### config.mk
export PLATFORM = sky130hd
export DESIGN_NAME = lrr_ctrl
export DESIGN_NICKNAME = d
export VERILOG_FILES = /design/src/rtl/lrr_pkg.sv /design/src/rtl/lrr_ctrl.sv
export SDC_FILE = /design/constraint.sdc
export NUM_CORES = 1
export LEC_CHECK = 0
export ABC_AREA = 0
export BUFFER_PORTS_ARGS = -buffer_cell sky130_fd_sc_hd__buf_2
export CAP_MARGIN = 0
export CORE_ASPECT_RATIO = 2
export CORE_MARGIN = 10
export CORE_UTILIZATION = 57
export CTS_CLUSTER_DIAMETER = 60
export DETAILED_ROUTE_END_ITERATION = 7
export GPL_TIMING_DRIVEN = 0
export PLACE_DENSITY_LB_ADDON = 0.3
export SKIP_LAST_GASP = 1
export SLEW_MARGIN = 10
export SYNTH_ARGS = -nofsm -noshare
export SYNTH_HDL_FRONTEND = slang
export SYNTH_SLANG_ARGS = --single-unit
export TNS_END_PERCENT = 1
### constraint.sdc
create_clock -name clk_i -period 4.44 [get_ports clk_i]
set_input_delay 0.666 -clock clk_i [delete_from_list [all_inputs] [get_ports clk_i]]
set_output_delay 0.666 -clock clk_i [all_outputs]
set_load 0.02 [all_outputs]
### src/rtl/lrr_pkg.sv
// Shared types, constants and arithmetic helpers of the leaky reservoir block.
package lrr_pkg;

  localparam int MaxNeurons = 64;
  localparam int MaxInputs  = 64;
  localparam int MaxOutputs = 16;
  localparam int MaxSteps   = 16;

  localparam logic [1:0] ACT_WRITE = 2'd0;
  localparam logic [1:0] ACT_ELEM  = 2'd1;
  localparam logic [1:0] ACT_CLEAR = 2'd2;

  localparam logic [2:0] TBL_WIN   = 3'd0;
  localparam logic [2:0] TBL_WREC  = 3'd1;
  localparam logic [2:0] TBL_WOUT  = 3'd2;
  localparam logic [2:0] TBL_BREC  = 3'd3;
  localparam logic [2:0] TBL_BOUT  = 3'd4;
  localparam logic [2:0] TBL_TAU   = 3'd5;
  localparam logic [2:0] TBL_STATE = 3'd6;

  localparam logic [2:0] REG_RESERVOIR = 3'd0;
  localparam logic [2:0] REG_INPUTS    = 3'd1;
  localparam logic [2:0] REG_OUTPUTS   = 3'd2;
  localparam logic [2:0] REG_STEPS     = 3'd3;
  localparam logic [2:0] REG_TIMESTEP  = 3'd4;

  localparam logic signed [15:0] OP_ONE = 16'sd4096;
  localparam logic [12:0] TANH_LAST = 13'd4093;

  localparam logic [12:0] TANH_TAB [17] = '{
    13'd0, 13'd1003, 13'd1893, 13'd2602, 13'd3119, 13'd3475, 13'd3707, 13'd3856,
    13'd3949, 13'd4006, 13'd4041, 13'd4062, 13'd4076, 13'd4084, 13'd4089,
    13'd4091, 13'd4093
  };

  typedef enum logic [2:0] {
    SRC_NONE, SRC_BIASN, SRC_IN, SRC_REC, SRC_BIASO, SRC_OUT, SRC_XR, SRC_COPY
  } src_e;

  typedef struct packed {
    logic [6:0]  reservoir_used;
    logic [6:0]  inputs_used;
    logic [4:0]  outputs_used;
    logic [4:0]  euler_steps;
    logic [14:0] time_step;
  } cfg_t;

  typedef struct packed {
    src_e       src;
    logic [5:0] row;
    logic [5:0] col;
    logic       acc_clr;
    logic       div_start;
    logic       net_ld;
    logic       tanh_ld;
    logic       upd_mul;
    logic       upd_wr;
    logic       out_ld;
    logic       out_last;
    logic       tbl_wr;
    logic       elem_wr;
    logic       clr;
  } cmd_t;

  typedef struct packed {
    logic pipe_busy;
    logic div_busy;
    logic out_free;
  } stat_t;

  function automatic logic signed [35:0] round_q12(input logic signed [47:0] a);
    logic signed [47:0] s;
    s = a + 48'sd2048;
    return s[47:12];
  endfunction

  function automatic logic signed [15:0] sat_data(input logic signed [35:0] v);
    if (v > 36'sd32767) return 16'sh7fff;
    if (v < -36'sd32768) return 16'sh8000;
    return v[15:0];
  endfunction

  function automatic logic signed [15:0] tanh_q(input logic signed [35:0] net);
    logic [35:0] a;
    logic [3:0]  k;
    logic [9:0]  f;
    logic [12:0] lo;
    logic [12:0] hi;
    logic [12:0] y;
    logic [22:0] p;
    a  = net[35] ? 36'(-net) : 36'(net);
    k  = a[13:10];
    f  = a[9:0];
    lo = TANH_TAB[k];
    hi = TANH_TAB[5'(k) + 5'd1];
    p  = 23'(hi - lo) * 23'(f) + 23'd512;
    y  = lo + p[22:10];
    if (|a[35:14]) y = TANH_LAST;
    return net[35] ? -16'(signed'({3'b000, y})) : 16'(signed'({3'b000, y}));
  endfunction

endpackage

### src/rtl/lrr_ctrl.sv
// Controller: input decode and sequencing of the Euler steps and the readout.
module lrr_ctrl (
  input  logic           clk_i,
  input  logic           rst_ni,
  input  lrr_pkg::cfg_t  cfg_i,
  input  logic           in_valid_i,
  output logic           in_ready_o,
  input  logic [1:0]     action_i,
  input  logic           last_element_i,
  input  lrr_pkg::stat_t stat_i,
  output lrr_pkg::cmd_t  cmd_o
);
  import lrr_pkg::*;

  typedef enum logic [3:0] {
    ST_IDLE, ST_NBIAS, ST_NIN, ST_NREC, ST_NDRAIN, ST_NNET, ST_NTANH, ST_NDIV,
    ST_NUPD, ST_COPY, ST_COPYW, ST_OBIAS, ST_OMAC, ST_ODRAIN, ST_OWAIT
  } state_e;

  state_e state_q;
  logic [6:0] r_q;
  logic [6:0] c_q;
  logic [4:0] s_q;
  logic accept;
  logic r_last, i_last, rc_last, o_last, s_last;

  assign in_ready_o = state_q == ST_IDLE;
  assign accept     = in_valid_i && state_q == ST_IDLE;
  assign r_last     = r_q == cfg_i.reservoir_used - 7'd1;
  assign rc_last    = c_q == cfg_i.reservoir_used - 7'd1;
  assign i_last     = c_q == cfg_i.inputs_used - 7'd1;
  assign o_last     = r_q == {2'b00, cfg_i.outputs_used} - 7'd1;
  assign s_last     = s_q == cfg_i.euler_steps - 5'd1;

  always_ff @(posedge clk_i or negedge rst_ni) begin
    if (!rst_ni) begin
      state_q <= ST_IDLE;
      r_q     <= 7'd0;
      c_q     <= 7'd0;
      s_q     <= 5'd0;
    end else begin
      case (state_q)
        ST_IDLE: begin
          if (accept && action_i == ACT_ELEM && last_element_i) begin
            r_q     <= 7'd0;
            s_q     <= 5'd0;
            state_q <= ST_NBIAS;
          end
        end
        ST_NBIAS: begin
          c_q     <= 7'd0;
          state_q <= ST_NIN;
        end
        ST_NIN: begin
          c_q <= i_last ? 7'd0 : c_q + 7'd1;
          if (i_last) state_q <= ST_NREC;
        end
        ST_NREC: begin
          c_q <= c_q + 7'd1;
          if (rc_last) state_q <= ST_NDRAIN;
        end
        ST_NDRAIN: begin
          if (!stat_i.pipe_busy) state_q <= ST_NNET;
        end
        ST_NNET: begin
          state_q <= ST_NTANH;
        end
        ST_NTANH: begin
          state_q <= ST_NDIV;
        end
        ST_NDIV: begin
          if (!stat_i.div_busy) state_q <= ST_NUPD;
        end
        ST_NUPD: begin
          r_q     <= r_last ? 7'd0 : r_q + 7'd1;
          state_q <= r_last ? ST_COPY : ST_NBIAS;
        end
        ST_COPY: begin
          r_q <= r_q + 7'd1;
          if (r_last) state_q <= ST_COPYW;
        end
        ST_COPYW: begin
          r_q     <= 7'd0;
          s_q     <= s_last ? 5'd0 : s_q + 5'd1;
          state_q <= s_last ? ST_OBIAS : ST_NBIAS;
        end
        ST_OBIAS: begin
          c_q     <= 7'd0;
          state_q <= ST_OMAC;
        end
        ST_OMAC: begin
          c_q <= c_q + 7'd1;
          if (rc_last) state_q <= ST_ODRAIN;
        end
        ST_ODRAIN: begin
          if (!stat_i.pipe_busy) state_q <= ST_OWAIT;
        end
        ST_OWAIT: begin
          if (stat_i.out_free) begin
            r_q     <= r_q + 7'd1;
            state_q <= o_last ? ST_IDLE : ST_OBIAS;
          end
        end
        default: begin
          state_q <= ST_IDLE;
        end
      endcase
    end
  end

  always_comb begin
    cmd_o           = '0;
    cmd_o.src       = SRC_NONE;
    cmd_o.row       = r_q[5:0];
    cmd_o.col       = c_q[5:0];
    cmd_o.tbl_wr    = accept && action_i == ACT_WRITE;
    cmd_o.elem_wr   = accept && action_i == ACT_ELEM;
    cmd_o.clr       = accept && action_i == ACT_CLEAR;
    cmd_o.out_last  = o_last;
    case (state_q)
      ST_NBIAS: begin
        cmd_o.src     = SRC_BIASN;
        cmd_o.acc_clr = 1'b1;
      end
      ST_NIN: begin
        cmd_o.src       = SRC_IN;
        cmd_o.div_start = c_q == 7'd0;
      end
      ST_NREC:  cmd_o.src = SRC_REC;
      ST_NNET: begin
        cmd_o.src    = SRC_XR;
        cmd_o.net_ld = 1'b1;
      end
      ST_NTANH: cmd_o.tanh_ld = 1'b1;
      ST_NDIV:  cmd_o.upd_mul = !stat_i.div_busy;
      ST_NUPD:  cmd_o.upd_wr  = 1'b1;
      ST_COPY:  cmd_o.src     = SRC_COPY;
      ST_OBIAS: begin
        cmd_o.src     = SRC_BIASO;
        cmd_o.acc_clr = 1'b1;
      end
      ST_OMAC:  cmd_o.src    = SRC_OUT;
      ST_OWAIT: cmd_o.out_ld = stat_i.out_free;
      default: begin
      end
    endcase
  end

endmodule
## Word level (Yosys, flattened, before mapping)

Cells that the tools add are included.

| word-level totals | value |
|---|---|
| input bits | 48 |
| register bits | 23 |
| word-level logic and storage cells | 88 |

| operators by class | value |
|---|---|
| reductions and logical operators | 17 |
| mux-type cells | 30 |
| $add $sub $neg | 7 |
| equality and inequality tests | 30 |

Operators with widths:

| cell | number |
|---|---|
| $pmux W4 S15 | 1 |
| $mux W4 | 12 |
| $pmux W7 S5 | 1 |
| $eq A4 B4 Y1 const B | 7 |
| $eq A7 B7 Y1 | 4 |
| $mux W7 | 4 |
| $pmux W3 S7 | 1 |
| $pmux W7 S3 | 1 |
| $eq A4 B3 Y1 const B | 4 |
| $ne A2 B2 Y1 const B | 8 |
| $add A7 B1 Y7 const B | 2 |
| $sub A7 B1 Y7 const B | 2 |
| $mux W5 | 2 |
| $pmux W5 S2 | 1 |
| $reduce_and A9 Y1 | 1 |
| $eq A4 B2 Y1 const B | 2 |
| $logic_not A7 Y1 | 1 |
| $mux W1 | 7 |
| $sub A5 B1 Y6 const B | 1 |
| $add A5 B1 Y5 const B | 1 |
| $eq A5 B5 Y1 | 1 |
| $logic_and A1 B1 Y1 | 5 |
| $reduce_bool A5 Y1 | 1 |
| $sub A5 B1 Y5 const B | 1 |
| 12 further kinds | 13 |

## Longest topological paths before layout

| depth | value |
|---|---|
| word-level depth | 6 |
| mapped depth | 10 |
| depth with buffers taken out | 9 |

## Least setup slack after synthesis

Ideal clock, no wire load.

| timing | value |
|---|---|
| path type | reg2out |
| start | reg state_q[1] |
| end | out cmd_o[0] in the netlist's numbering |
| arrival time | 1.946 ns |
| path buffers | 1 |
| stages on the path, launching flop included | 4 |
| path slack | 1.828 ns |
| cells stage by stage | dfrtp_1 clkbuf_1 nor4_1 and4b_1 |

RTL lines:

| what | line | RTL |
|---|---|---|
| start, declared | lrr_ctrl.sv:20 | `state_e state_q;` |
| start signal, assigned | lrr_ctrl.sv:76 | `state_q <= r_last ? ST_COPY : ST_NBIAS;` |
| start signal, assigned | lrr_ctrl.sv:85 | `state_q <= s_last ? ST_OBIAS : ST_NBIAS;` |
| start signal, assigned | lrr_ctrl.sv:101 | `state_q <= o_last ? ST_IDLE : ST_OBIAS;` |
| end, declared | lrr_ctrl.sv:11 | `output lrr_pkg::cmd_t cmd_o` |

## Worst setup path after layout

| timing | value |
|---|---|
| start | in cfg_i[21] in the netlist's numbering |
| end | out cmd_o[3] in the netlist's numbering |

| between the ends | value |
|---|---|
| cells in the longest elaborated chain, start to end | 2 |

Ends and longest elaborated chain:

| what | line | RTL |
|---|---|---|
| start, declared | lrr_ctrl.sv:5 | `input lrr_pkg::cfg_t cfg_i,` |
| $sub A5 B1 Y6 | lrr_ctrl.sv:32 | `assign o_last = r_q == {2'b00, cfg_i.outputs_used} - 7'd1;` |
| $eq A7 B7 Y1 | lrr_ctrl.sv:32 |  |

Every way passes these cells.

==> impl_results.md <==
- Total track usage: 0.179
- Dpl hpwl: 5.68 mm
- Gr ovfl total: 0
- Post-synth EDFFs: 0
- Clk_skew: 11.6 ps
- RSZ-0062 raised after global routing: false
- Num rows: 34
- Initial Util: 0.589
- Mapped Area: 2560 um2
- Final Non-Filler Cells: 446
- Async S/R FF share, synth: 1.00
- Iteration-0 DRC Markers: 109
- Commonest non-fill, non-tap cell in the layout: buf_2
- Initial antenna violation count: 0
- Clock Latency Late Sink: 280 ps
- Most frequent cells in the layout: buf_2, nor2_1, nand2_1, xnor2_1, dfrtp_1
- DR pass1 iterations: 4
- Root buffer cell: clkbuf_8
- CP endpoint: cmd_o[3]
- CTS tree: yes
- ANT cells: 0
- Vias/cell: 5.74
- Max Fclk: 0.333 GHz
- Core area: 4340 um2
- Dpl cell area: 2910 um2
- Reg2reg start: state_q[1]$_DFFE_PN0P_
- Sequential fraction of the synthesis area: 0.225
- WL met3: 378 um
- CP Capture Type: output pin
- VDD IR max: 389 uV
- R2r setup slk: 1920 ps
- Postcts setup bufs: 0
- Cell depth of the worst flop-to-flop path: 8
- CTS Sinks: 23
- Die ar.: 7730 um2
- Area leader, netlist: dfrtp_1
- # DRC: 0
- Worst endpoint required time: 3770 ps
- Count of cell types in the netlist: 62
- Worst reg2reg endpoint: r_q[2]$_DFFE_PN0P_
- Clock tree buffer depth: 2
- Routed Antenna Nets: 0
- Vias: 2,562
- Power per Cell Area: 489 nW/um2
- Setup TNS Final: 0 ps
- Tightest Hold Check Type: primary input to asynchronous set/reset pin
- PortBufs: 56
- Fillcell total: 411
- Resize count post-CTS: 0
- Synth Flop Type: dfrtp_1
- Synth-to-layout area growth: 15.4%
- Die width: 67.4 um
- Worst slew pin tran: 768 ps
- Synth top area cells: dfrtp_1, xnor2_1, xor2_1, nor2_1, nand2_1
- Wirelength per Cell: 15.6 um
- Crit path DAT: 2340 ps
- Status: complete, no violations
- Crit-path max FO: 4
- WL final: 6.95 mm
- Tcrit/Tclk final: 0.677
- Number of global-route vias before repair: 2,611
- Top layer in use: met4
- Hold Violations, Final: 0
- Max Slew Vio Count: 0
- Post-route cell area: 2950 um2
- Clock slew seen by the registers of the worst setup and hold paths: 100 ps
- Final min period: 3000 ps
- Max cap viols: 0
- Reg area: 576 um2
- Syn_nets: 388
- Cells after Synth: 332
- Inst Count DP: 442
- Startpoint Class: primary input
- H-tree depth: 1
- Placer Congestion: 0.916
- Setup violations, final: 0
- First-pass GRT wire length: 11.3 mm
- Critical path class: primary input to output pin
- Area of the multi-input gates: 1720 um2
- Count of state elements after synthesis: 23
- Leakage: 1.43 nW
- Mean instance size in the synthesized netlist: 7.70 um2
- Maximum number of pins on one net before global-route repair: 24
- M1 wire length: 2.53 mm
- Area share of the largest cell type after synthesis: 0.225
- Hold_ws: 367 ps
- Hold buffers post-CTS: 0
- Die Y: 115 um
- # nets final: 449
- Wire length on met2: 3.78 mm
- Crit path from: cfg_i[21]
- Yosys Warn Count: 0
- Layout cells sized above 1: 0.235
- Io pins: 75
- Slew HR: 0.482
- CTS buffer count: 3
[report_power, final]
group / total (mW) / switching [mW] / internal, mW
Combinational: 0.971 / 0.597 / 0.374
Clock: 0.142 / 0.0779 / 0.0643
Sequential: 0.330 / 0.0623 / 0.268
[cell families (layout without fill, tap and decap cells)]
family | count (synthesis) | count (layout) | share of synthesized area
adder cells (fa/ha/maj) | 9 | 9 | 0.0431
AND/OR/NAND/NOR | 133 | 133 | 0.270
multiplexers | 5 | 5 | 0.0205
AO/OA/AOI/OAI | 66 | 66 | 0.183
buffers and inverters | 50 | 110 | 0.101
flip-flops | 23 | 23 | 0.225
XOR/XNOR | 46 | 46 | 0.158
[metrics by stage]
step	setup slack (ps)	total power, mW	utilization
2_1_floorplan	1830	1.04	-
5_1_grt	1270	1.54	0.680
6_report	1440	1.44	0.680
4_1_cts	1420	1.43	0.680
3_3_place_gp	1430	1.27	0.670
3_5_place_dp	1370	1.29	0.670
[layout make-up]
type | instances | share of cell area
Inverter | 19 | 0.0242
Timing Repair Buffer | 56 | 0.0950
Tap cell | 54 | 0.0229
Sequential cell | 23 | 0.195
Clock buffer | 4 | 0.0153
Buffer | 31 | 0.0636
Multi-Input combinational cell | 259 | 0.584
[worst max-delay path, cell delays in order]
cell     delay [ps]
buf_2           110
nor3_2          250
xnor2_1         180
mux2_2          350
o21ai_0         410
inv_1            80
buf_4           140
buf_2           150
[state kept, by name (all words and copies together), names as in the netlist]
signal,flops
c_q,7
r_q,7
s_q,5
state_q,4
[Yosys cell counts (5+ instances only)]
cell	n
nand2b_1	6
dfrtp_1	23
o31ai_1	6
nor2b_1	7
nor2_1	36
a21oi_1	6
o21ai_0	17
inv_1	18
nand3_1	8
clkbuf_1	8
a21o_1	5
nand2_1	34
xnor2_1	24
buf_2	5
xor2_1	22
ha_1	8
nor3_1	12
buf_4	13
[worst min-delay path by stage]
stage | from | to | cells past startpoint
after floorplan | rst_ni | c_q[0]$_DFFE_PN0P_ | 0
after global placement | s_q[4]$_DFFE_PN0P_ | s_q[4]$_DFFE_PN0P_ | 1
after detailed placement | s_q[4]$_DFFE_PN0P_ | s_q[4]$_DFFE_PN0P_ | 1
after CTS | rst_ni | state_q[3]$_DFFE_PN0P_ | 1
after global routing | rst_ni | c_q[3]$_DFFE_PN0P_ | 1
final | rst_ni | c_q[1]$_DFFE_PN0P_ | 1
[metal layers]
layer,track usage,up-vias
met1,0.169,1183
met2,0.342,89
li1,-,1264
met4,0.0895,0
met3,0.0341,26
met5,0,-
Power figures use the tool's default switching activity.
