File: config.mk
export PLATFORM = sky130hd
export DESIGN_NAME = lrr_cfg
export DESIGN_NICKNAME = d
export VERILOG_FILES = /design/src/rtl/lrr_pkg.sv /design/src/rtl/lrr_cfg.sv
export SDC_FILE = /design/constraint.sdc
export NUM_CORES = 1
export LEC_CHECK = 0
export BUFFER_PORTS_ARGS = -buffer_cell sky130_fd_sc_hd__buf_4
export CORE_MARGIN = 2
export CORE_UTILIZATION = 34
export CTS_CLUSTER_DIAMETER = 40
export DETAILED_ROUTE_END_ITERATION = 8
export PLACE_DENSITY = 0.65
export REMOVE_ABC_BUFFERS = 1
export SETUP_SLACK_MARGIN = 0.02
export SYNTH_ARGS = -nofsm -noshare
export SYNTH_HDL_FRONTEND = slang
export SYNTH_SLANG_ARGS = --single-unit
File: constraint.sdc
create_clock -name clk_i -period 0.98 [get_ports clk_i]
set_input_delay 0.098 -clock clk_i [delete_from_list [all_inputs] [get_ports clk_i]]
set_output_delay 0.098 -clock clk_i [all_outputs]
set_load 0.01 [all_outputs]
File: src/rtl/lrr_pkg.sv
// Shared types, constants and arithmetic helpers of the leaky reservoir block.
package lrr_pkg;

  localparam int MaxNeurons = 64;
  localparam int MaxInputs  = 64;
  localparam int MaxOutputs = 16;
  localparam int MaxSteps   = 16;

  localparam logic [1:0] ACT_WRITE = 2'd0;
  localparam logic [1:0] ACT_ELEM  = 2'd1;
  localparam logic [1:0] ACT_CLEAR = 2'd2;

  localparam logic [2:0] TBL_WIN   = 3'd0;
  localparam logic [2:0] TBL_WREC  = 3'd1;
  localparam logic [2:0] TBL_WOUT  = 3'd2;
  localparam logic [2:0] TBL_BREC  = 3'd3;
  localparam logic [2:0] TBL_BOUT  = 3'd4;
  localparam logic [2:0] TBL_TAU   = 3'd5;
  localparam logic [2:0] TBL_STATE = 3'd6;

  localparam logic [2:0] REG_RESERVOIR = 3'd0;
  localparam logic [2:0] REG_INPUTS    = 3'd1;
  localparam logic [2:0] REG_OUTPUTS   = 3'd2;
  localparam logic [2:0] REG_STEPS     = 3'd3;
  localparam logic [2:0] REG_TIMESTEP  = 3'd4;

  localparam logic signed [15:0] OP_ONE = 16'sd4096;
  localparam logic [12:0] TANH_LAST = 13'd4093;

  localparam logic [12:0] TANH_TAB [17] = '{
    13'd0, 13'd1003, 13'd1893, 13'd2602, 13'd3119, 13'd3475, 13'd3707, 13'd3856,
    13'd3949, 13'd4006, 13'd4041, 13'd4062, 13'd4076, 13'd4084, 13'd4089,
    13'd4091, 13'd4093
  };

  typedef enum logic [2:0] {
    SRC_NONE, SRC_BIASN, SRC_IN, SRC_REC, SRC_BIASO, SRC_OUT, SRC_XR, SRC_COPY
  } src_e;

  typedef struct packed {
    logic [6:0]  reservoir_used;
    logic [6:0]  inputs_used;
    logic [4:0]  outputs_used;
    logic [4:0]  euler_steps;
    logic [14:0] time_step;
  } cfg_t;

  typedef struct packed {
    src_e       src;
    logic [5:0] row;
    logic [5:0] col;
    logic       acc_clr;
    logic       div_start;
    logic       net_ld;
    logic       tanh_ld;
    logic       upd_mul;
    logic       upd_wr;
    logic       out_ld;
    logic       out_last;
    logic       tbl_wr;
    logic       elem_wr;
    logic       clr;
  } cmd_t;

  typedef struct packed {
    logic pipe_busy;
    logic div_busy;
    logic out_free;
  } stat_t;

  function automatic logic signed [35:0] round_q12(input logic signed [47:0] a);
    logic signed [47:0] s;
    s = a + 48'sd2048;
    return s[47:12];
  endfunction

  function automatic logic signed [15:0] sat_data(input logic signed [35:0] v);
    if (v > 36'sd32767) return 16'sh7fff;
    if (v < -36'sd32768) return 16'sh8000;
    return v[15:0];
  endfunction

  function automatic logic signed [15:0] tanh_q(input logic signed [35:0] net);
    logic [35:0] a;
    logic [3:0]  k;
    logic [9:0]  f;
    logic [12:0] lo;
    logic [12:0] hi;
    logic [12:0] y;
    logic [22:0] p;
    a  = net[35] ? 36'(-net) : 36'(net);
    k  = a[13:10];
    f  = a[9:0];
    lo = TANH_TAB[k];
    hi = TANH_TAB[5'(k) + 5'd1];
    p  = 23'(hi - lo) * 23'(f) + 23'd512;
    y  = lo + p[22:10];
    if (|a[35:14]) y = TANH_LAST;
    return net[35] ? -16'(signed'({3'b000, y})) : 16'(signed'({3'b000, y}));
  endfunction

endpackage

File: src/rtl/lrr_cfg.sv
// Configuration register bank behind the APB-style port.
module lrr_cfg (
  input  logic          clk_i,
  input  logic          rst_ni,
  input  logic          psel,
  input  logic          penable,
  input  logic          pwrite,
  input  logic [4:0]    paddr,
  input  logic [31:0]   pwdata,
  output logic [31:0]   prdata,
  output logic          pready,
  output lrr_pkg::cfg_t cfg_o
);
  import lrr_pkg::*;

  cfg_t cfg_q;
  logic wr;
  logic [6:0] v7;
  logic [4:0] v5;

  assign wr     = psel & penable & pwrite;
  assign pready = 1'b1;
  assign v7     = pwdata[6:0];
  assign v5     = pwdata[4:0];
  assign cfg_o  = cfg_q;

  always_ff @(posedge clk_i or negedge rst_ni) begin
    if (!rst_ni) begin
      cfg_q.reservoir_used <= 7'd64;
      cfg_q.inputs_used    <= 7'd16;
      cfg_q.outputs_used   <= 5'd16;
      cfg_q.euler_steps    <= 5'd1;
      cfg_q.time_step      <= 15'd410;
    end else if (wr) begin
      case (paddr[4:2])
        REG_RESERVOIR: begin
          cfg_q.reservoir_used <= (v7 == 7'd0) ? 7'd1 :
                                  (v7 > 7'(MaxNeurons)) ? 7'(MaxNeurons) : v7;
        end
        REG_INPUTS: begin
          cfg_q.inputs_used <= (v7 == 7'd0) ? 7'd1 :
                               (v7 > 7'(MaxInputs)) ? 7'(MaxInputs) : v7;
        end
        REG_OUTPUTS: begin
          cfg_q.outputs_used <= (v5 == 5'd0) ? 5'd1 :
                                (v5 > 5'(MaxOutputs)) ? 5'(MaxOutputs) : v5;
        end
        REG_STEPS: begin
          cfg_q.euler_steps <= (v5 == 5'd0) ? 5'd1 :
                               (v5 > 5'(MaxSteps)) ? 5'(MaxSteps) : v5;
        end
        REG_TIMESTEP: begin
          cfg_q.time_step <= pwdata[14:0];
        end
        default: begin
        end
      endcase
    end
  end

  always_comb begin
    case (paddr[4:2])
      REG_RESERVOIR: prdata = {25'd0, cfg_q.reservoir_used};
      REG_INPUTS:    prdata = {25'd0, cfg_q.inputs_used};
      REG_OUTPUTS:   prdata = {27'd0, cfg_q.outputs_used};
      REG_STEPS:     prdata = {27'd0, cfg_q.euler_steps};
      REG_TIMESTEP:  prdata = {17'd0, cfg_q.time_step};
      default:       prdata = 32'd0;
    endcase
  end

endmodule

# == After elaboration in Yosys (flattened, before gate mapping) ==
# Index checks and enable logic that the tools add are counted.
# op_classes
magnitude_cmp,2
n_eq_ne,4
n_mux,5
bitwise_logic,2
reduce_logical,8
# op_table
operator,count
$pmux W15 S5,1
$mux W7,2
$mux W5,2
$reduce_and A2 Y1,5
$gt A7 B7 Y1 const B,1
$logic_not A7 Y1,1
$eq A3 B2 Y1 const B,2
$gt A5 B5 Y1 const B,1
$logic_not A5 Y1,1
$eq A3 B1 Y1 const B,1
$eq A3 B3 Y1 const B,1
$logic_not A3 Y1,1
$and A1 B1 Y1,2
# totals
ff_bits,39
in_bits,42
out_inout_bits,72
word_cells,26

# == Depth between registers and ports, before layout ==
# Gate-level depths: netlist of the first run.
# depth
word_depth,3
depth_mapped,5
mapped_depth_nobuf,3

# == Least setup slack after synthesis of the first run ==
# Ideal clock, no wire load.
# synth_timing
kind,input port to flip-flop
start,input paddr[3]
end,register cfg_q (netlist bit cfg_o[5])
setup_ns,0.125
t_arrival_ns,1.161
required_ns,0.855
setup_slack_ns,-0.305
stages,5
n_path_buf,2
path_cell_list,buf_2 -> nand2b_1 -> nor2_2 -> buf_4 -> mux2_2
# synth_via
elab_chain_len,2
# synth_lines
element,line_no,rtl
start: declaration,lrr_cfg.sv:8,"input logic [4:0] paddr,"
$eq A3 B3 Y1,lrr_cfg.sv:35,case (paddr[4:2])
$reduce_and A2 Y1 (no line),n/a,
end: declaration,lrr_cfg.sv:16,cfg_t cfg_q;
# Every way passes these cells.
# A chain may end at the register's enable or synchronous reset.

# == Final worst setup path of the first run ==
# layout_timing
start,register cfg_q (netlist bit cfg_o[38])
end,output prdata[6]
# layout_via
elab_chain_len,1
# layout_lines
element,line_no,rtl
$pmux W15 S5,lrr_cfg.sv:62,case (paddr[4:2])
end: declaration,lrr_cfg.sv:10,"output logic [31:0] prdata,"
# Every way passes these cells.

==> metrics.md, run 1 <==
| Metric | Value |
|---|---|
| Least-Margin Pin Slew | roughly 520 ps |
| Die boundary width | 82.42 um |
| Standard cell area after detailed placement | ~3000 um2 |
| Via count | ~1800 |
| Number of input and output port buffers inserted | 76 |
| Path class of the lowest-slack min-delay path | in -> reg |
| Count of antenna diodes in the layout | 0 |
| Final hold violations | 0 |
| Buffer levels on the longest clock path | 2 |
| Critical Path Source Type | flip-flop |
| Final number of max-transition violations | 0 |
| Final Core Density | between 60% and 70% |
| Synth-to-layout area growth | 79.11% |
| Total instance count after detailed placement | approximately 360 |
| Initial antenna violation count | 0 |
| I/O pin cnt | 114 |
| Routability congestion estimate | between 0.7 and 0.8 |
| Wire per inst | around 16 um |
| Critical path peak fanout | 2 |
| Yosys warnings | 0 |
| Htree depth | 2 |
| DR DRC count | 0 |
| Leakage power figure | 1.908 nW |
| Data arrival time of the critical path | ~1400 ps |
| Crit path time final | ~1500 ps |
| Share of cells above drive strength 1 | 67.64% |
| Sinks on the clock net | 39 |
| Setup CP Type | reg -> out |
| Initial Utilization | 35.31% |
| Share of the synthesized area in the top cell type | approximately 36% |
| Clk_lat worst skew | approximately 290 ps |
| Standard-cell rows | 28 |
| Vias in the first global route | roughly 1900 |
| Sequential cell area fraction in the yosys report | about 47% |
| Areal power density over the cells | 1477 nW/um2 |
| Overall track demand over capacity in global routing | 18.86% |
| Largest register FFs | 39 |
| Post-synthesis instance total | about 170 |
| Cell types occupying the most area after synthesis | dfrtp_1, dfstp_2, mux2_2 |
| Root Buffer Master | clkbuf_8 |
| Violations in the final reports | negative setup slack |
| Design Area, Final | roughly 3700 um2 |
| Non-filler instance count after layout | between 300 and 400 |
| Die height | between 80 and 90 um |
| Endpoint kind of the worst setup timing path | output port |
| Total Die Area | between 6000 and 7000 um2 |
| Avg Cell Area, Syn | 12.16 um2 |
| Max-capacitance violation count | 0 |
| Maximum number of pins on one net before global-route repair | 40 |
| Placeable core region | 5921 um2 |
| Total length of routed wires | 6250 um |
| Result of the run | complete, but fails checks |
| TritonCTS clock tree | done |
| Max-Slew Margin vs Limit | approximately two thirds |
| Sum of overflow across all layers after global routing | 0 |
| Final worst-path setup slack | -487.2 ps |
| Cell area after synthesis | approximately 2100 um2 |
| Biggest area consumer among synthesized cells | dfrtp_1 |
| Count of filler cells inserted in the layout | approximately 470 |
| Clock transition at path regs | around 80 ps |
| Peak supply drop | slightly below 0.0008 V |
| Number of synthesized register bits | 39 |
| Final HPWL from detailed placement | 4056 um |
| Final setup violation count | slightly below 50 |
| CTS Buf Count | 5 |
| Layout net count | 350 |
| Top achievable clock speed | 681.6 MHz |
| Detailed-route vias per instance | 4.677 |
| Number of DRC violations after detailed-routing iteration 0 | 65 |
| Count of unique library cells instantiated by Yosys | 25 |
| Clock skew | 0 ps |
| Number of iterations in the first detailed-routing pass | 6 |
| DRT antenna net count | 0 |
| RSZ-0062 raised after global routing | yes |
| Critical Path RT | between 800 and 900 ps |
| First-pass GRT wire length | slightly above 9000 um |
| Final period util | 149.7% |
| Dpl ws | -400.1 ps |
[final cells by class]
type                    count  area, um2  share of cell area (%)
multi-input cells         122       1112                   29.70
clock inverters             1      7.507                  0.2005
well taps                  75      93.84                   2.506
inverters                   1      3.754                  0.1002
flip-flops and latches     39      987.2                   26.36
repair buffers            139       1444                   38.56
clock buffers               7      96.34                   2.573
[repair_timing]
action                                 in CTS  in global routing
gates resized for setup                   104                 41
endpoints found under the hold margin      30                  0
setup endpoints to repair                  67                 79
pin swaps                                  10                  9
cloned                                      2                  0
buffers inserted                           12                 20
hold buffers                                1                  0
[critical path, cell delays in order (launching register included)]
cell and delay (ps):
dfstp_2 530, mux2i_1 60, or2_4 230, a21oi_2 120, buf_4 130
[cell families (layout without fill, tap and decap cells)]
group	count (synthesis)	after routing	synth area share (%)
other	2	18	0.3592
and+or+nand+nor	44	44	12.75
AOI/OAI and AO/OA	9	9	3.112
muxes	51	51	28.01
DFF	39	39	47.22
buffers and inverters	27	148	8.558
[Yosys cell counts, drive strengths merged]
library cell and n:
or2 2, mux2i 12, and2 8, mux2 39
dfrtp 30, dfstp 9, a211o 5, a21oi 3
conb 2, buf 24, inv 1, nand4 1
or3 4, nor2b 9, o22ai 1, nor3 5
nand2b 3, clkbuf 2, nand2 2, nor2 9
nand4b 1
[where the power goes]
part / switching, mW / leakage [nW] / internal (mW)
clock: 0.585 / 0.0505 / 0.641
combinational: 0.743 / 1.37 / 1.42
sequential: 0.220 / 0.488 / 1.92
[layer usage]
layer | vias to the layer above | wire length [um] | track usage (%)
li1 | 830 | - | -
met1 | 886 | 2598 | 24.02
met2 | 75 | 3177 | 31.94
met3 | 5 | 424 | 4.457
met4 | 0 | 49 | 5.167
met5 | - | 0 | 0
[placed cells by master, fill, tap and decap left out, types with 2 or more instances in the layout]
| cell | Yosys | layout |
|---|---|---|
| a211o_1 | 5 | 5 |
| a21oi_2 | 0 | 2 |
| and2_4 | 0 | 8 |
| buf_4 | 19 | 39 |
| buf_6 | 0 | 96 |
| clkbuf_8 | 0 | 7 |
| conb_1 | 2 | 18 |
| dfrtp_1 | 30 | 30 |
| dfstp_2 | 9 | 9 |
| mux2_1 | 12 | 5 |
| mux2_2 | 20 | 11 |
| mux2_4 | 7 | 23 |
| mux2i_1 | 12 | 12 |
| nand2_1 | 2 | 2 |
| nand2b_1 | 3 | 2 |
| nor2_1 | 6 | 5 |
| nor2_4 | 0 | 3 |
| nor2b_1 | 9 | 9 |
| nor3_1 | 5 | 5 |
| or2_4 | 0 | 2 |
| or3_1 | 4 | 2 |
| or3_4 | 0 | 2 |
[per-stage QoR]
stage / power, mW / hold WS [ps] / TNS [ps]
after floorplan: 2.676 / -197.6 / -5884
after global placement: 3.621 / 108.5 / -14430
after detailed placement: 3.648 / 106.3 / -14830
after CTS: 5.316 / 26.68 / -6011
after global routing: 5.833 / 33.23 / -8105
final: 5.533 / 34.16 / -6353
[worst paths after layout]
path | startpoint | endpoint | slack (ps) | cells past startpoint
min in group asynchronous | rst_ni | cfg_o[30] | 330 | 2
worst min-delay path | pwdata[14] | cfg_o[14] | 30 | 2
worst min register to register | cfg_o[10] | cfg_o[10] | 540 | 1
max in group asynchronous | rst_ni | cfg_o[8] | 270 | 2
worst max-delay path | cfg_o[38] | prdata[6] | -490 | 4
worst max register to register | cfg_o[37] | cfg_o[37] | -10 | 3
(Power assumes the default switching activity.)
==> run 2: changes to the inputs <==
--- a/config.mk
+++ b/config.mk
@@ -12,7 +12,7 @@
 export DETAILED_ROUTE_END_ITERATION = 8
 export PLACE_DENSITY = 0.65
 export REMOVE_ABC_BUFFERS = 1
-export SETUP_SLACK_MARGIN = 0.02
+export SETUP_SLACK_MARGIN = 0.3
 export SYNTH_ARGS = -nofsm -noshare
 export SYNTH_HDL_FRONTEND = slang
 export SYNTH_SLANG_ARGS = --single-unit
==> run 2 against run 1 <==
  * Largest cell class unchanged
  * The flow finishes with violations (negative hold slack, negative setup slack)
  * Sequential power about the same
  * Critical endpoint unchanged
  * Worst hold slack worse by 260 ps
  * Final area up 3.9%
  * Register-to-register slack worse by 100 ps
  * Sequential share of layout area down 0.98 points
  * Clock skew unchanged
  * Core utilization up 2.5 points
  * Combinational power up 8%
==> metrics.md, run 2 (same netlist as run 1, synthesis figures left out) <==
| Metric | Value |
|---|---|
| Die boundary width | 82.42 um |
| Design Area, Final | between 3000 and 4000 um2 |
| Final HPWL from detailed placement | a little over 4000 um |
| Top achievable clock speed | roughly 680 MHz |
| Violations in the final reports | negative hold slack, negative setup slack |
| CTS Buf Count | 5 |
| Number of iterations in the first detailed-routing pass | 4 |
| DRT antenna net count | 0 |
| Slowest cell on crit path | dfstp_2 |
| Routability congestion estimate | 0.7621 |
| Endpoint kind of the worst setup timing path | output port |
| Sequential cell area | 987.2 um2 |
| Htree depth | 2 |
| R2r setup slk | -110 ps |
| Synth-to-layout area growth | 86.06% |
| Sinks on the clock net | 39 |
| First-pass GRT wire length | 9480 um |
| Die height | ~82 um |
| Wire per inst | around 16 um |
| Critical path peak fanout | 2 |
| Standard cell area after detailed placement | just under 3000 um2 |
| Least-Margin Pin Slew | 527.1 ps |
| RSZ-0062 raised after global routing | yes |
| Final setup violation count | between 50 and 60 |
| Result of the run | complete, but fails checks |
| Root Buffer Master | clkbuf_8 |
| Clock skew | 0 ps |
| Peak supply drop | 0.0008433 V |
| Total Die Area | ~6800 um2 |
| DR DRC count | 0 |
| Crit path time final | about 1500 ps |
| Area of combinational cells with multiple inputs | roughly 1200 um2 |
| Total length of routed wires | 6245 um |
| Sum of overflow across all layers after global routing | 0 |
| Biggest cell delay along the critical path | roughly 530 ps |
| Maximum number of pins on one net before global-route repair | 40 |
| Path class of the lowest-slack min-delay path | in -> async |
| TritonCTS clock tree | done |
| Clk_lat worst skew | a little under 300 ps |
| Count of filler cells inserted in the layout | 444 |
| I/O pin cnt | around 110 |
| Clock transition at path regs | roughly 80 ps |
| Buffer levels on the longest clock path | 2 |
| Number of DRC violations after detailed-routing iteration 0 | 76 |
| Final worst-path setup slack | -482.8 ps |
| Setup CP Type | reg -> out |
| Count of antenna diodes in the layout | 0 |
| Standard-cell rows | 28 |
| Areal power density over the cells | ~1500 nW/um2 |
| Critical Path RT | a little under 900 ps |
| Initial Utilization | a little over a third |
| Overall track demand over capacity in global routing | 19.04% |
| Max-Slew Margin vs Limit | between 60% and 70% |
| Final hold violations | 30 |
| Placeable core region | between 5000 and 6000 um2 |
| Critical Path Source Type | flip-flop |
| Final number of max-transition violations | 0 |
| Leakage power figure | 1.988 nW |
| Share of cells above drive strength 1 | 70.35% |
| Non-filler instance count after layout | just under 400 |
| Series of cell instances along the critical path | mux2i_1, or2_4, a21oi_2, buf_4 |
| Max-capacitance violation count | 0 |
| Most common cell after layout, fill and taps aside | buf_6 |
| Most frequent cells in the layout | buf_6, buf_4, mux2_4, dfrtp_1, conb_1 |
| Via count | around 1800 |
| Largest register FFs | 39 |
| Data arrival time of the critical path | roughly 1400 ps |
| Category of cells accounting for the largest share of critical-path delay | flip-flops |
| Detailed-route vias per instance | ~4.6 |
| Total instance count after detailed placement | between 300 and 400 |
| Vias in the first global route | 1911 |
| Final period util | 149.3% |
| Layout net count | between 300 and 400 |
| Crit path buf inv count | 1 |
| Initial antenna violation count | 0 |
| Final-layout worst hold slack | -222.0 ps |
| Number of input and output port buffers inserted | 76 |
run 2: changes by cell type in the layout (fill, tap and decap cells not counted):
cell	change
buf_6	+10
mux2_4	+10
mux2_1	-5
mux2_2	-5
buf_4	-2
buf_8	+1
dlygate4sd3_1	-1
nor2_2	-1
nor2_4	+1
run 2: what timing repair did:
item / 4_1_cts / 5_1_grt
resized for setup: 140 / 19
pin swaps: 11 / 8
gates cloned: 2 / 0
setup endpoints to repair: 93 / 93
endpoints found under the hold margin: 30 / 30
buffers inserted: 8 / 17
run 2: through the flow:
stage,total power [mW],TNS (ps),util [%],setup slack (ps)
finish,5.702,-7634,65.70,-482.8
global route,6.009,-9582,65.70,-536.7
CTS,5.507,-6427,62.45,-506.6
detailed placement,3.648,-14830,50.38,-400.1
global placement,3.621,-14430,50.38,-378.7
floorplan,2.676,-5884,-,-236.2
run 2: routing by layer:
layer,share of wire (%),vias to the layer above,GRT usage [%]
met5,0,-,0
met1,43,888,24.50
met2,49,79,32.10
li1,-,848,-
met3,6.8,5,4.457
met4,0.78,0,5.000
run 2: cell type report:
class / count / share of cell area [%]
Inverter: 1 / 0.09649
Tap cell: 75 / 2.412
Timing Repair Buffer: 147 / 39.76
Sequential cell: 39 / 25.38
Multi-Input combinational cell: 122 / 29.69
Clock buffer: 7 / 2.477
Clock inverter: 1 / 0.1930
run 2: final timing paths:
check                      cells past startpoint       start         to
hold reg to reg                                1   cfg_o[10]  cfg_o[10]
min in group clk_i                             2  pwdata[14]  cfg_o[14]
hold / removal                                 1      rst_ni  cfg_o[30]
setup / recovery                               4   cfg_o[38]  prdata[6]
max in group asynchronous                      1      rst_ni   cfg_o[7]
setup reg to reg                               4   cfg_o[21]  cfg_o[21]
run 2: report_power, final:
| part | switching (mW) | internal (mW) |
|---|---|---|
| sequential | 0.222 | 1.92 |
| combinational | 0.770 | 1.57 |
| clock | 0.583 | 0.641 |
==> run 3: changes to the inputs <==
--- a/config.mk
+++ b/config.mk
@@ -7,10 +7,10 @@
 export LEC_CHECK = 0
 export BUFFER_PORTS_ARGS = -buffer_cell sky130_fd_sc_hd__buf_4
 export CORE_MARGIN = 2
-export CORE_UTILIZATION = 34
+export CORE_UTILIZATION = 40
 export CTS_CLUSTER_DIAMETER = 40
 export DETAILED_ROUTE_END_ITERATION = 8
-export PLACE_DENSITY = 0.65
+export PLACE_DENSITY = 0.75
 export REMOVE_ABC_BUFFERS = 1
 export SETUP_SLACK_MARGIN = 0.3
 export SYNTH_ARGS = -nofsm -noshare
==> run 3 against run 2 <==
  * The run still ends with negative hold slack, negative setup slack left
  * First-iteration DRC count up 80%
  * Combinational power about the same
  * Power up 4.2%
  * Global-route usage up 3.6 points
  * Clock skew unchanged
  * Register-to-register slack about the same
  * Via count up 4.4%
==> metrics.md, run 3 (same netlist as run 1, synthesis figures left out) <==
| Metric | Value |
|---|---|
| Met3 layer wire length in the routed design | between 400 and 500 um |
| Final HPWL from detailed placement | between 4000 and 5000 um |
| Synth-to-layout area growth | 86.36% |
| Number of input and output port buffers inserted | 76 |
| Htree depth | 2 |
| Least-Margin Pin Slew | just over 500 ps |
| Path class of the lowest-slack min-delay path | in -> async |
| Via count | 1900 |
| Max-Slew Margin vs Limit | 65.35% |
| Final number of max-transition violations | 0 |
| Die boundary width | 76.30 um |
| Die height | between 70 and 80 um |
| Areal power density over the cells | 1525 nW/um2 |
| Data arrival time of the critical path | between 1000 and 1500 ps |
| Final worst-path setup slack | -484.6 ps |
| Endpoint kind of the worst setup timing path | output port |
| Critical path peak fanout | 2 |
| Final Core Density | between 70 and 80% |
| Max-capacitance violation count | 0 |
| Clock transition at path regs | about 80 ps |
| I/O pin cnt | approximately 110 |
| First-pass GRT wire length | between 10000 and 15000 um |
| Leakage power figure | about 2 nW |
| Clk_lat worst skew | 290 ps |
| Layout net count | ~360 |
| Depth of the worst register-to-register path | 4 |
| Total length of routed wires | about 7100 um |
| Routed length on met1 | 2632 um |
| Initial antenna violation count | 0 |
| Sinks on the clock net | 39 |
| Setup CP Type | reg -> out |
| Number of iterations in the first detailed-routing pass | 4 |
| Standard-cell rows | 26 |
| Sum of overflow across all layers after global routing | 0 |
| Overall track demand over capacity in global routing | a little under a quarter |
| Result of the run | complete, but fails checks |
| Crit path time final | ~1500 ps |
| Peak supply drop | around 0.0010 V |
| Setup TNS Final | -8527 ps |
| Final hold violations | 30 |
| Buffer levels on the longest clock path | 2 |
| Critical Path RT | approximately 880 ps |
| Root Buffer Master | clkbuf_8 |
| Final setup violation count | 64 |
| DRT antenna net count | 0 |
| Vias in the first global route | 1947 |
| DR DRC count | 0 |
| Routability congestion estimate | approximately 0.8 |
| CTS Buf Count | 5 |
| R2R Path Start | cfg_o[26] |
| Initial Utilization | roughly two fifths |
| Most common cell after layout, fill and taps aside | buf_6 |
| Violations in the final reports | negative hold slack, negative setup slack |
| Wire per inst | between 15 and 20 um |
| TritonCTS clock tree | done |
| RSZ-0062 raised after global routing | yes |
| Most frequent cells in the layout | buf_6, mux2_4, buf_4, dfrtp_1, conb_1 |
| Count of antenna diodes in the layout | 0 |
| Top achievable clock speed | roughly 680 MHz |
| Share of cells above drive strength 1 | between 70 and 80% |
| Reg2reg end | cfg_o[26] |
| Placeable core region | ~5100 um2 |
| R2r setup slk | -110 ps |
| Maximum number of pins on one net before global-route repair | 40 |
| Clock skew | 0 ps |
| Final period util | 149.4% |
| Final-layout worst hold slack | -228.8 ps |
| Largest register FFs | 39 |
| Detailed-route vias per instance | 4.935 |
| Met2 wire length | between 3000 and 4000 um |
| Total Die Area | 5821 um2 |
| Critical Path Source Type | flip-flop |
| Number of DRC violations after detailed-routing iteration 0 | approximately 140 |
| Uppermost layer routed | met4 |
-- run 3: worst max-delay path by stage --
stage | cells after the start | to | startpoint
global route | 4 | prdata[4] | cfg_o[24]
CTS | 4 | prdata[6] | cfg_o[38]
floorplan | 3 | cfg_o[0] | paddr[2]
global placement | 4 | cfg_o[33] | paddr[2]
finish | 4 | prdata[1] | cfg_o[16]
detailed placement | 4 | cfg_o[35] | paddr[2]
-- run 3: cell type report --
cell class                 count  area, um2
multi-input combinational    122       1180
inverter                       1      3.754
sequential                    39      987.2
clock inverter                 2      35.03
fill                         323       1179
tap                           70      87.58
timing repair buffer         145       1520
clock buffer                   6      82.58
-- run 3: per-layer routing --
layer,up-vias,GRT usage (%)
li1,835,-
met1,953,26.54
met2,98,40.88
met3,14,5.806
met4,0,6.182
met5,-,0
-- run 3: timing repair --
action | 4_1_cts | 5_1_grt
cloned | 1 | 0
endpoints found under the setup margin | 93 | 93
resized for setup | 131 | 31
pin swaps | 9 | 16
setup buffers | 5 | 18
hold endpoints to repair | 30 | 30
-- run 3: power by group --
group,internal [mW],total (mW),switching [mW],leakage (nW)
Clock,0.825,1.42,0.593,0.0612
Combinational,1.56,2.36,0.803,1.45
Sequential,1.92,2.16,0.245,0.488
-- run 3: metrics by stage --
step / setup WS [ps] / power [mW] / hold WS (ps) / area [um2] / instances
6_report: -484.6 / 5.941 / -228.8 / 3896 / 385
5_1_grt: -608.0 / 6.183 / -187.1 / 3896 / 385
4_1_cts: -493.0 / 5.637 / -217.9 / 3651 / 367
3_5_place_dp: -412.0 / 3.656 / 103.8 / 2984 / 353
3_3_place_gp: -372.0 / 3.605 / 102.5 / 2984 / 353
2_1_floorplan: -236.2 / 2.676 / -197.6 / 1976 / 162
-- run 3: worst max-delay path, cell delays in order, from the launching register on --
cell,delay (ps)
dfrtp_1,410
mux2i_1,170
nor2_1,70
a211o_1,300
buf_6,130
